## src/rtl/hctp_pkg.sv

```systemverilog
// Shared types, codes and constants of the height/color terrain packer.
package hctp_pkg;

    localparam int PIX_W      = 8;
    localparam int COLOR_W    = 3;
    localparam int DIV_STEPS  = PIX_W;
    localparam int STEP_CNT_W = $clog2(DIV_STEPS);

    localparam logic [PIX_W-1:0] FULL_SCALE  = 8'd255;
    localparam logic [PIX_W-1:0] HEIGHT_MASK = 8'hF8;

    // Item operation codes
    localparam logic OP_MEASURE = 1'b0;
    localparam logic OP_CONVERT = 1'b1;

    // Commands from controller to datapath
    typedef struct packed {
        logic take;     // latch an accepted input beat
        logic step;     // run one divider iteration
        logic publish;  // load the result register
    } hctp_cmd_t;

endpackage

```

## src/rtl/hctp_datapath.sv

```systemverilog
// Datapath: running peak, restoring divider and result register.
module hctp_datapath
(
    input  logic                             clk,
    input  logic                             rst_n,
    input  hctp_pkg::hctp_cmd_t              cmd,
    input  logic                             operation,
    input  logic                             frame_start,
    input  logic [hctp_pkg::PIX_W-1:0]       height_value,
    input  logic [hctp_pkg::PIX_W-1:0]       color_value,
    output logic [hctp_pkg::PIX_W-1:0]       packed_byte,
    output logic [hctp_pkg::PIX_W-1:0]       height_level,
    output logic [hctp_pkg::COLOR_W-1:0]     color_level
);
    import hctp_pkg::*;

    logic [PIX_W-1:0]     peak_reg,  peak_next;
    logic [2*PIX_W-1:0]   acc_reg,   acc_next;
    logic [PIX_W-1:0]     div_reg;
    logic                 zero_reg;
    logic                 sat_reg;
    logic [COLOR_W-1:0]   color_reg;
    logic [PIX_W-1:0]     hl_reg;
    logic [COLOR_W-1:0]   cl_reg;

    logic [PIX_W-1:0]     peak_base;
    logic [2*PIX_W-1:0]   product;
    logic [PIX_W:0]       trial;
    logic                 fits;
    logic [PIX_W:0]       diff;
    logic [PIX_W-1:0]     quot;

    // Track the running maximum height on measure beats
    always_comb
    begin
        peak_base = frame_start ? '0 : peak_reg;
        peak_next = peak_reg;
        if (cmd.take && operation == OP_MEASURE && height_value > peak_base)
            peak_next = height_value;
        else if (cmd.take && operation == OP_MEASURE)
            peak_next = peak_base;
    end

    always_ff @(posedge clk or negedge rst_n)
    begin
        if (!rst_n)
            peak_reg <= '0;
        else
            peak_reg <= peak_next;
    end

    // height * 255 as (height << 8) - height
    assign product = {height_value, {PIX_W{1'b0}}} - {{PIX_W{1'b0}}, height_value};

    // One restoring division step: shift in a dividend bit, trial subtract
    always_comb
    begin
        trial = {acc_reg[2*PIX_W-1:PIX_W], acc_reg[PIX_W-1]};
        fits  = trial >= {1'b0, div_reg};
        diff  = trial - {1'b0, div_reg};
        acc_next = acc_reg;
        if (cmd.take)
            acc_next = product;
        else if (cmd.step)
            acc_next = {(fits ? diff[PIX_W-1:0] : trial[PIX_W-1:0]),
                        acc_reg[PIX_W-2:0], fits};
    end

    // Latch convert operands; zero peak and overrange heights bypass the quotient
    always_ff @(posedge clk)
    begin
        acc_reg <= acc_next;
        if (cmd.take)
        begin
            div_reg   <= peak_reg;
            zero_reg  <= (peak_reg == '0);
            sat_reg   <= (height_value > peak_reg);
            color_reg <= color_value[PIX_W-1 -: COLOR_W];
        end
    end

    always_comb
    begin
        if (zero_reg)
            quot = '0;
        else if (sat_reg)
            quot = FULL_SCALE;
        else
            quot = acc_reg[PIX_W-1:0];
    end

    // Result register
    always_ff @(posedge clk)
    begin
        if (cmd.publish)
        begin
            hl_reg <= quot & HEIGHT_MASK;
            cl_reg <= color_reg;
        end
    end

    assign height_level = hl_reg;
    assign color_level  = cl_reg;
    assign packed_byte  = hl_reg | {{(PIX_W-COLOR_W){1'b0}}, cl_reg};

endmodule

```

## src/rtl/hctp_ctrl.sv

```systemverilog
// Controller: accept handshake, divider sequencing and output valid.
module hctp_ctrl
(
    input  logic                 clk,
    input  logic                 rst_n,
    input  logic                 in_valid,
    output logic                 in_ready,
    input  logic                 operation,
    output logic                 out_valid,
    input  logic                 out_ready,
    output hctp_pkg::hctp_cmd_t  cmd
);
    import hctp_pkg::*;

    localparam logic [1:0] ST_IDLE = 2'd0;
    localparam logic [1:0] ST_DIV  = 2'd1;
    localparam logic [1:0] ST_HOLD = 2'd2;

    logic [1:0]            state_reg, state_next;
    logic [STEP_CNT_W-1:0] cnt_reg,   cnt_next;
    logic                  ovalid_reg, ovalid_next;
    logic                  accept;
    logic                  out_free;

    assign in_ready  = (state_reg == ST_IDLE);
    assign accept    = in_valid && in_ready;
    assign out_valid = ovalid_reg;
    assign out_free  = !ovalid_reg || out_ready;

    // Sequence: accept, eight divider steps, then wait for the result register
    always_comb
    begin
        state_next  = state_reg;
        cnt_next    = cnt_reg;
        cmd.take    = accept;
        cmd.step    = 1'b0;
        cmd.publish = 1'b0;
        unique case (state_reg)
            ST_IDLE:
            begin
                if (accept && operation == OP_CONVERT)
                begin
                    state_next = ST_DIV;
                    cnt_next   = '0;
                end
            end
            ST_DIV:
            begin
                cmd.step = 1'b1;
                cnt_next = cnt_reg + 1'b1;
                if (cnt_reg == STEP_CNT_W'(DIV_STEPS - 1))
                    state_next = ST_HOLD;
            end
            ST_HOLD:
            begin
                if (out_free)
                begin
                    cmd.publish = 1'b1;
                    state_next  = ST_IDLE;
                end
            end
            default:
            begin
                state_next = ST_IDLE;
                cnt_next   = '0;
            end
        endcase
    end

    // Set valid on publish, drop it when the beat is taken
    always_comb
    begin
        ovalid_next = ovalid_reg;
        if (cmd.publish)
            ovalid_next = 1'b1;
        else if (ovalid_reg && out_ready)
            ovalid_next = 1'b0;
    end

    always_ff @(posedge clk or negedge rst_n)
    begin
        if (!rst_n)
        begin
            state_reg  <= ST_IDLE;
            cnt_reg    <= '0;
            ovalid_reg <= 1'b0;
        end
        else
        begin
            state_reg  <= state_next;
            cnt_reg    <= cnt_next;
            ovalid_reg <= ovalid_next;
        end
    end

    a_div_len: assert property (@(posedge clk) disable iff (!rst_n)
        (accept && operation == OP_CONVERT) |-> ##9 (state_reg == ST_HOLD))
        else $error("divider did not finish in eight steps");

    a_pub_valid: assert property (@(posedge clk) disable iff (!rst_n)
        cmd.publish |=> out_valid)
        else $error("published result not shown as valid");

    a_cnt_idle: assert property (@(posedge clk) disable iff (!rst_n)
        (cnt_reg != '0) |-> (state_reg == ST_DIV))
        else $error("step counter running outside divide state");

    a_no_overwrite: assert property (@(posedge clk) disable iff (!rst_n)
        cmd.publish |-> (!ovalid_reg || out_ready))
        else $error("result overwritten before it was taken");

endmodule

```

## src/rtl/height_color_terrain_packer_core.sv

```systemverilog
// Height/color terrain packer: measure peak height, then pack normalized pixels.
// A measure beat (operation 0) updates the running peak height, cleared
// first when frame_start is set, and produces no result. A convert beat
// (operation 1) produces one result: its operands are latched, the single
// restoring divider runs eight iterations to form floor(height*255/peak),
// and the output register is loaded. Input is taken only between convert
// beats; a finished result waits in the output register while the next
// beat is accepted. A zero peak gives height level 0, and a height above
// the peak gives height level 248.
module height_color_terrain_packer_core
(
    input  logic                               clk,
    input  logic                               rst_n,
    input  logic                               in_valid,
    output logic                               in_ready,
    input  logic                               operation,
    input  logic                               frame_start,
    input  logic [hctp_pkg::PIX_W-1:0]         height_value,
    input  logic [hctp_pkg::PIX_W-1:0]         color_value,
    output logic                               out_valid,
    input  logic                               out_ready,
    output logic [hctp_pkg::PIX_W-1:0]         packed_byte,
    output logic [hctp_pkg::PIX_W-1:0]         height_level,
    output logic [hctp_pkg::COLOR_W-1:0]       color_level
);
    import hctp_pkg::*;

    hctp_cmd_t cmd;

    hctp_ctrl u_ctrl
    (
        .clk       (clk),
        .rst_n     (rst_n),
        .in_valid  (in_valid),
        .in_ready  (in_ready),
        .operation (operation),
        .out_valid (out_valid),
        .out_ready (out_ready),
        .cmd       (cmd)
    );

    hctp_datapath u_datapath
    (
        .clk          (clk),
        .rst_n        (rst_n),
        .cmd          (cmd),
        .operation    (operation),
        .frame_start  (frame_start),
        .height_value (height_value),
        .color_value  (color_value),
        .packed_byte  (packed_byte),
        .height_level (height_level),
        .color_level  (color_level)
    );

endmodule
```

## config.mk

```make
export PLATFORM = sky130hd
export DESIGN_NAME = height_color_terrain_packer_core
export DESIGN_NICKNAME = d
export VERILOG_FILES = /design/src/rtl/hctp_pkg.sv /design/src/rtl/hctp_datapath.sv /design/src/rtl/hctp_ctrl.sv /design/src/rtl/height_color_terrain_packer_core.sv
export SDC_FILE = /design/constraint.sdc
export NUM_CORES = 1
export LEC_CHECK = 0
export BUFFER_PORTS_ARGS = -buffer_cell sky130_fd_sc_hd__buf_2
export CORE_MARGIN = 3
export CORE_UTILIZATION = 50
export CTS_CLUSTER_DIAMETER = 80
export DETAILED_ROUTE_END_ITERATION = 6
export GPL_ROUTABILITY_DRIVEN = 0
export GPL_TIMING_DRIVEN = 0
export PLACE_DENSITY = 0.71
export SYNTH_ARGS = -nofsm -noshare
export SYNTH_HDL_FRONTEND = slang
export SYNTH_SLANG_ARGS = --single-unit
```

## constraint.sdc

```tcl
create_clock -name clk -period 5 [get_ports clk]
set_clock_uncertainty 0.1 [all_clocks]
set_input_delay 0 -clock clk [delete_from_list [all_inputs] [get_ports clk]]
set_output_delay 0 -clock clk [all_outputs]
set_load 0.01 [all_outputs]
```

==> key figures <==
Synth
  – Syn_area_per_cell: roughly 10 sq um
  – Top post-synthesis cells by count: 37 x edfxtp_1, 28 x ha_1, 26 x nor2_1
  – EDFF count, synth: 37
  – Area leader, netlist: edfxtp_1
  – Predominant post-synthesis flop cell: edfxtp_1
  – Most frequent cell after synthesis: edfxtp_1
  – Top cell type's share of synthesized area: 0.354
  – Flops & latches, synth: 51
  – Syn Std Cell Area: 3140 sq um
  – Area contributors post-synth: edfxtp_1 35%, dfrtp_1 11%, ha_1 11%
  – Seq/Total Area, Yosys: 0.465
  – Async SR Flop Fraction: 0.275
  – Yosys Warn Count: 0
  – Yosys cell types: 49
  – Cell count after synthesis: around 300

Pwr
  – P_leak: between 1.5 and 2 nW
  – PwrDens: 522 nW/um^2
  – Net Switching: between 0.6 and 0.7 mW
  – Sequential power share: 0.410
  – Int Power: between 1 and 1.5 mW
  – Combinational Power Share: 0.439
  – Clock share of power: 0.152
  – Switching Share: 0.368
  – Max IR drop VDD: 0.000248 V

Global routing
  – Initial antenna violation count: 0
  – Total global-route track usage: 0.180
  – First-pass GRT wire length: ~10000 microns
  – Largest net degree at the start of global routing: 19
  – Vias in the first global route: roughly 2300
  – Total overflow reported by the global router: 0

Setup path
  – Critical R2R Launch: u_datapath.acc_reg[7]
  – Worst path required time: just over 5 ns
  – Crit Path Max Fanout: 3
  – Worst reg2reg path endpoint: u_datapath.acc_reg[14]
  – R2R setup slack: between 2 and 3 ns
  – CP Capture Type: flop
  – Reg2reg path depth: 9
  – Startpoint types: flop
  – CP Data Arrival Time: between 2 and 2.5 ns
  – Critical path type: flop to flop

Routing
  – Initial drt markers: 163
  – Wire per inst: around 14 microns
  – Vias/cell: roughly 5.4
  – Total detailed-routing wirelength: about 6200 microns
  – Post-route ant nets: 0
  – Initial DRT Pass Iterations: 4
  – # DRC: 0
  – DR vias: about 2300

Clock tree
  – CTS Buffer Depth: 2
  – Number of CTS-inserted buffers: 5
  – H-tree depth: 2
  – CTS tree: done
  – Setup bufs post-CTS: 0
  – Clk sinks: 51
  – Clk_lat worst skew: around 0.31 ns
  – Clock-pin slew on the worst setup and hold paths: approximately 0.10 ns
  – Clock Tree Root: clkbuf_8

Outcome
  – Status: finished clean

Layout
  – Final Non-Filler Cells: 430
  – Area growth, synth to finish: 15.0%
  – Layout cell share with drive strength beyond 1: 0.172
  – Max reg flops: 16
  – Sequential cell area: 1460 sq um
  – Fin nets: roughly 410
  – Filler cell count: between 500 and 600
  – Area of the multi-input gates: between 1000 and 1500 sq um
  – ANT cells: 0
  – Finished Cell Area: around 3600 sq um

STA
  – Slew @ Worst Pin: 1.28 ns
  – Fin crit period: about 2.4 ns
  – Final period utilization: 0.477
  – Pins over their slew limit: 0
  – Slew Limit Headroom: 0.143
  – Fmax: 419 MHz
  – Setup_tns: 0 ns
  – Final setup viols: 0
  – Final hold slack: 0.00602 ns
  – Final Hold Vio Count: 0
  – RSZ-0062 raised after global routing: no

Die
  – Rows: 28
  – Core Footprint: about 6000 sq um
  – Initial core utilization: 0.524
  – Die height: 85.3 microns
  – Die area: roughly 7300 sq um
  – Die X: ~85 microns
  – Ports: 43

Placed design
  – Post-DP HPWL: between 4000 and 5000 microns
  – Post-DP Area: about 3400 sq um
  – Cell Count Post-Placement: between 400 and 500
  – IO buf count: 34

Flow run
  – Max_cap viols: 0

Worst hold path
  – Min-delay worst type: input port to asynchronous set/reset pin
## per-layer routing
layer,track usage,part of all wire,vias to the layer above
met5,0,0,-
li1,-,-,1180
met1,0.231,0.47,1099
met2,0.300,0.48,48
met4,0.0719,0.022,0
met3,0.0311,0.034,11
## how the worst max path moves through the flow
stage | startpoint | to
2_1_floorplan | u_datapath.acc_reg[7] | u_datapath.acc_reg[14]
3_3_place_gp | u_datapath.acc_reg[7] | u_datapath.acc_reg[14]
3_5_place_dp | u_datapath.acc_reg[7] | u_datapath.acc_reg[14]
4_1_cts | u_datapath.acc_reg[7] | u_datapath.acc_reg[14]
5_1_grt | u_datapath.acc_reg[13] | u_datapath.acc_reg[9]
6_report | u_datapath.acc_reg[7] | u_datapath.acc_reg[14]
## kinds of logic after synthesis
| family | count (synthesis) | share of synthesized area |
|---|---|---|
| other | 1 | 0.00119 |
| muxes | 6 | 0.0199 |
| xor gates and xnor gates | 9 | 0.0251 |
| buffers and inverters | 41 | 0.0649 |
| DFF | 51 | 0.465 |
| adders and majority gates | 29 | 0.118 |
| AOI/OAI and AO/OA | 70 | 0.148 |
| and+or+nand+nor | 95 | 0.158 |
## area by class of cell
type	instances	share of cell area
Sequential cell	51	0.405
Multi-Input combinational cell	212	0.411
Buffer	20	0.0346
Clock inverter	2	0.0100
Timing Repair Buffer	43	0.0720
Inverter	21	0.0218
Clock buffer	6	0.0201
Tap cell	75	0.0260
## per-stage QoR
| step | worst slack, ns | power (mW) | util |
|---|---|---|---|
| 2_1_floorplan | 2.90 | 1.39 | - |
| 3_3_place_gp | 2.69 | 1.56 | 0.570 |
| 3_5_place_dp | 2.64 | 1.60 | 0.570 |
| 4_1_cts | 2.60 | 1.89 | 0.603 |
| 5_1_grt | 2.45 | 2.05 | 0.603 |
| 6_report | 2.62 | 1.89 | 0.603 |
## layout by cell type (no fill, tap or decap), drive strengths merged, types with 5 or more instances in the layout
| master | instances |
|---|---|
| a21oi | 18 |
| a22o | 10 |
| buf | 48 |
| clkbuf | 12 |
| dfrtp | 14 |
| dlygate4sd3 | 9 |
| edfxtp | 37 |
| ha | 28 |
| inv | 22 |
| nand2 | 20 |
| nand2b | 14 |
| nand4 | 5 |
| nor2 | 26 |
| nor2b | 8 |
| o21a | 5 |
| o21ai | 17 |
| xnor2 | 6 |
## power groups by stage
stage / Clock (mW) / Sequential, mW / Combinational, mW
5_1_grt: 0.309 / 0.788 / 0.949
3_3_place_gp: 0 / 0.772 / 0.791
4_1_cts: 0.290 / 0.769 / 0.829
6_report: 0.286 / 0.772 / 0.827
3_5_place_dp: 0 / 0.779 / 0.816
2_1_floorplan: 0 / 0.741 / 0.648
## critical path, stage by stage, from the launching register on
cell      delay, ns
edfxtp_1       0.42
inv_1          0.06
ha_1           0.22
fa_1           0.41
nor2b_1        0.18
o31a_1         0.16
o21a_1         0.14
nor3_1         0.05
or3b_1         0.35
a21oi_1        0.14
## repair_timing
action | in CTS | in global routing
hold buffers | 9 | 0
resized for setup | 0 | 0
hold endpoints to repair | 23 | 0
Power figures use the tool's default switching activity.
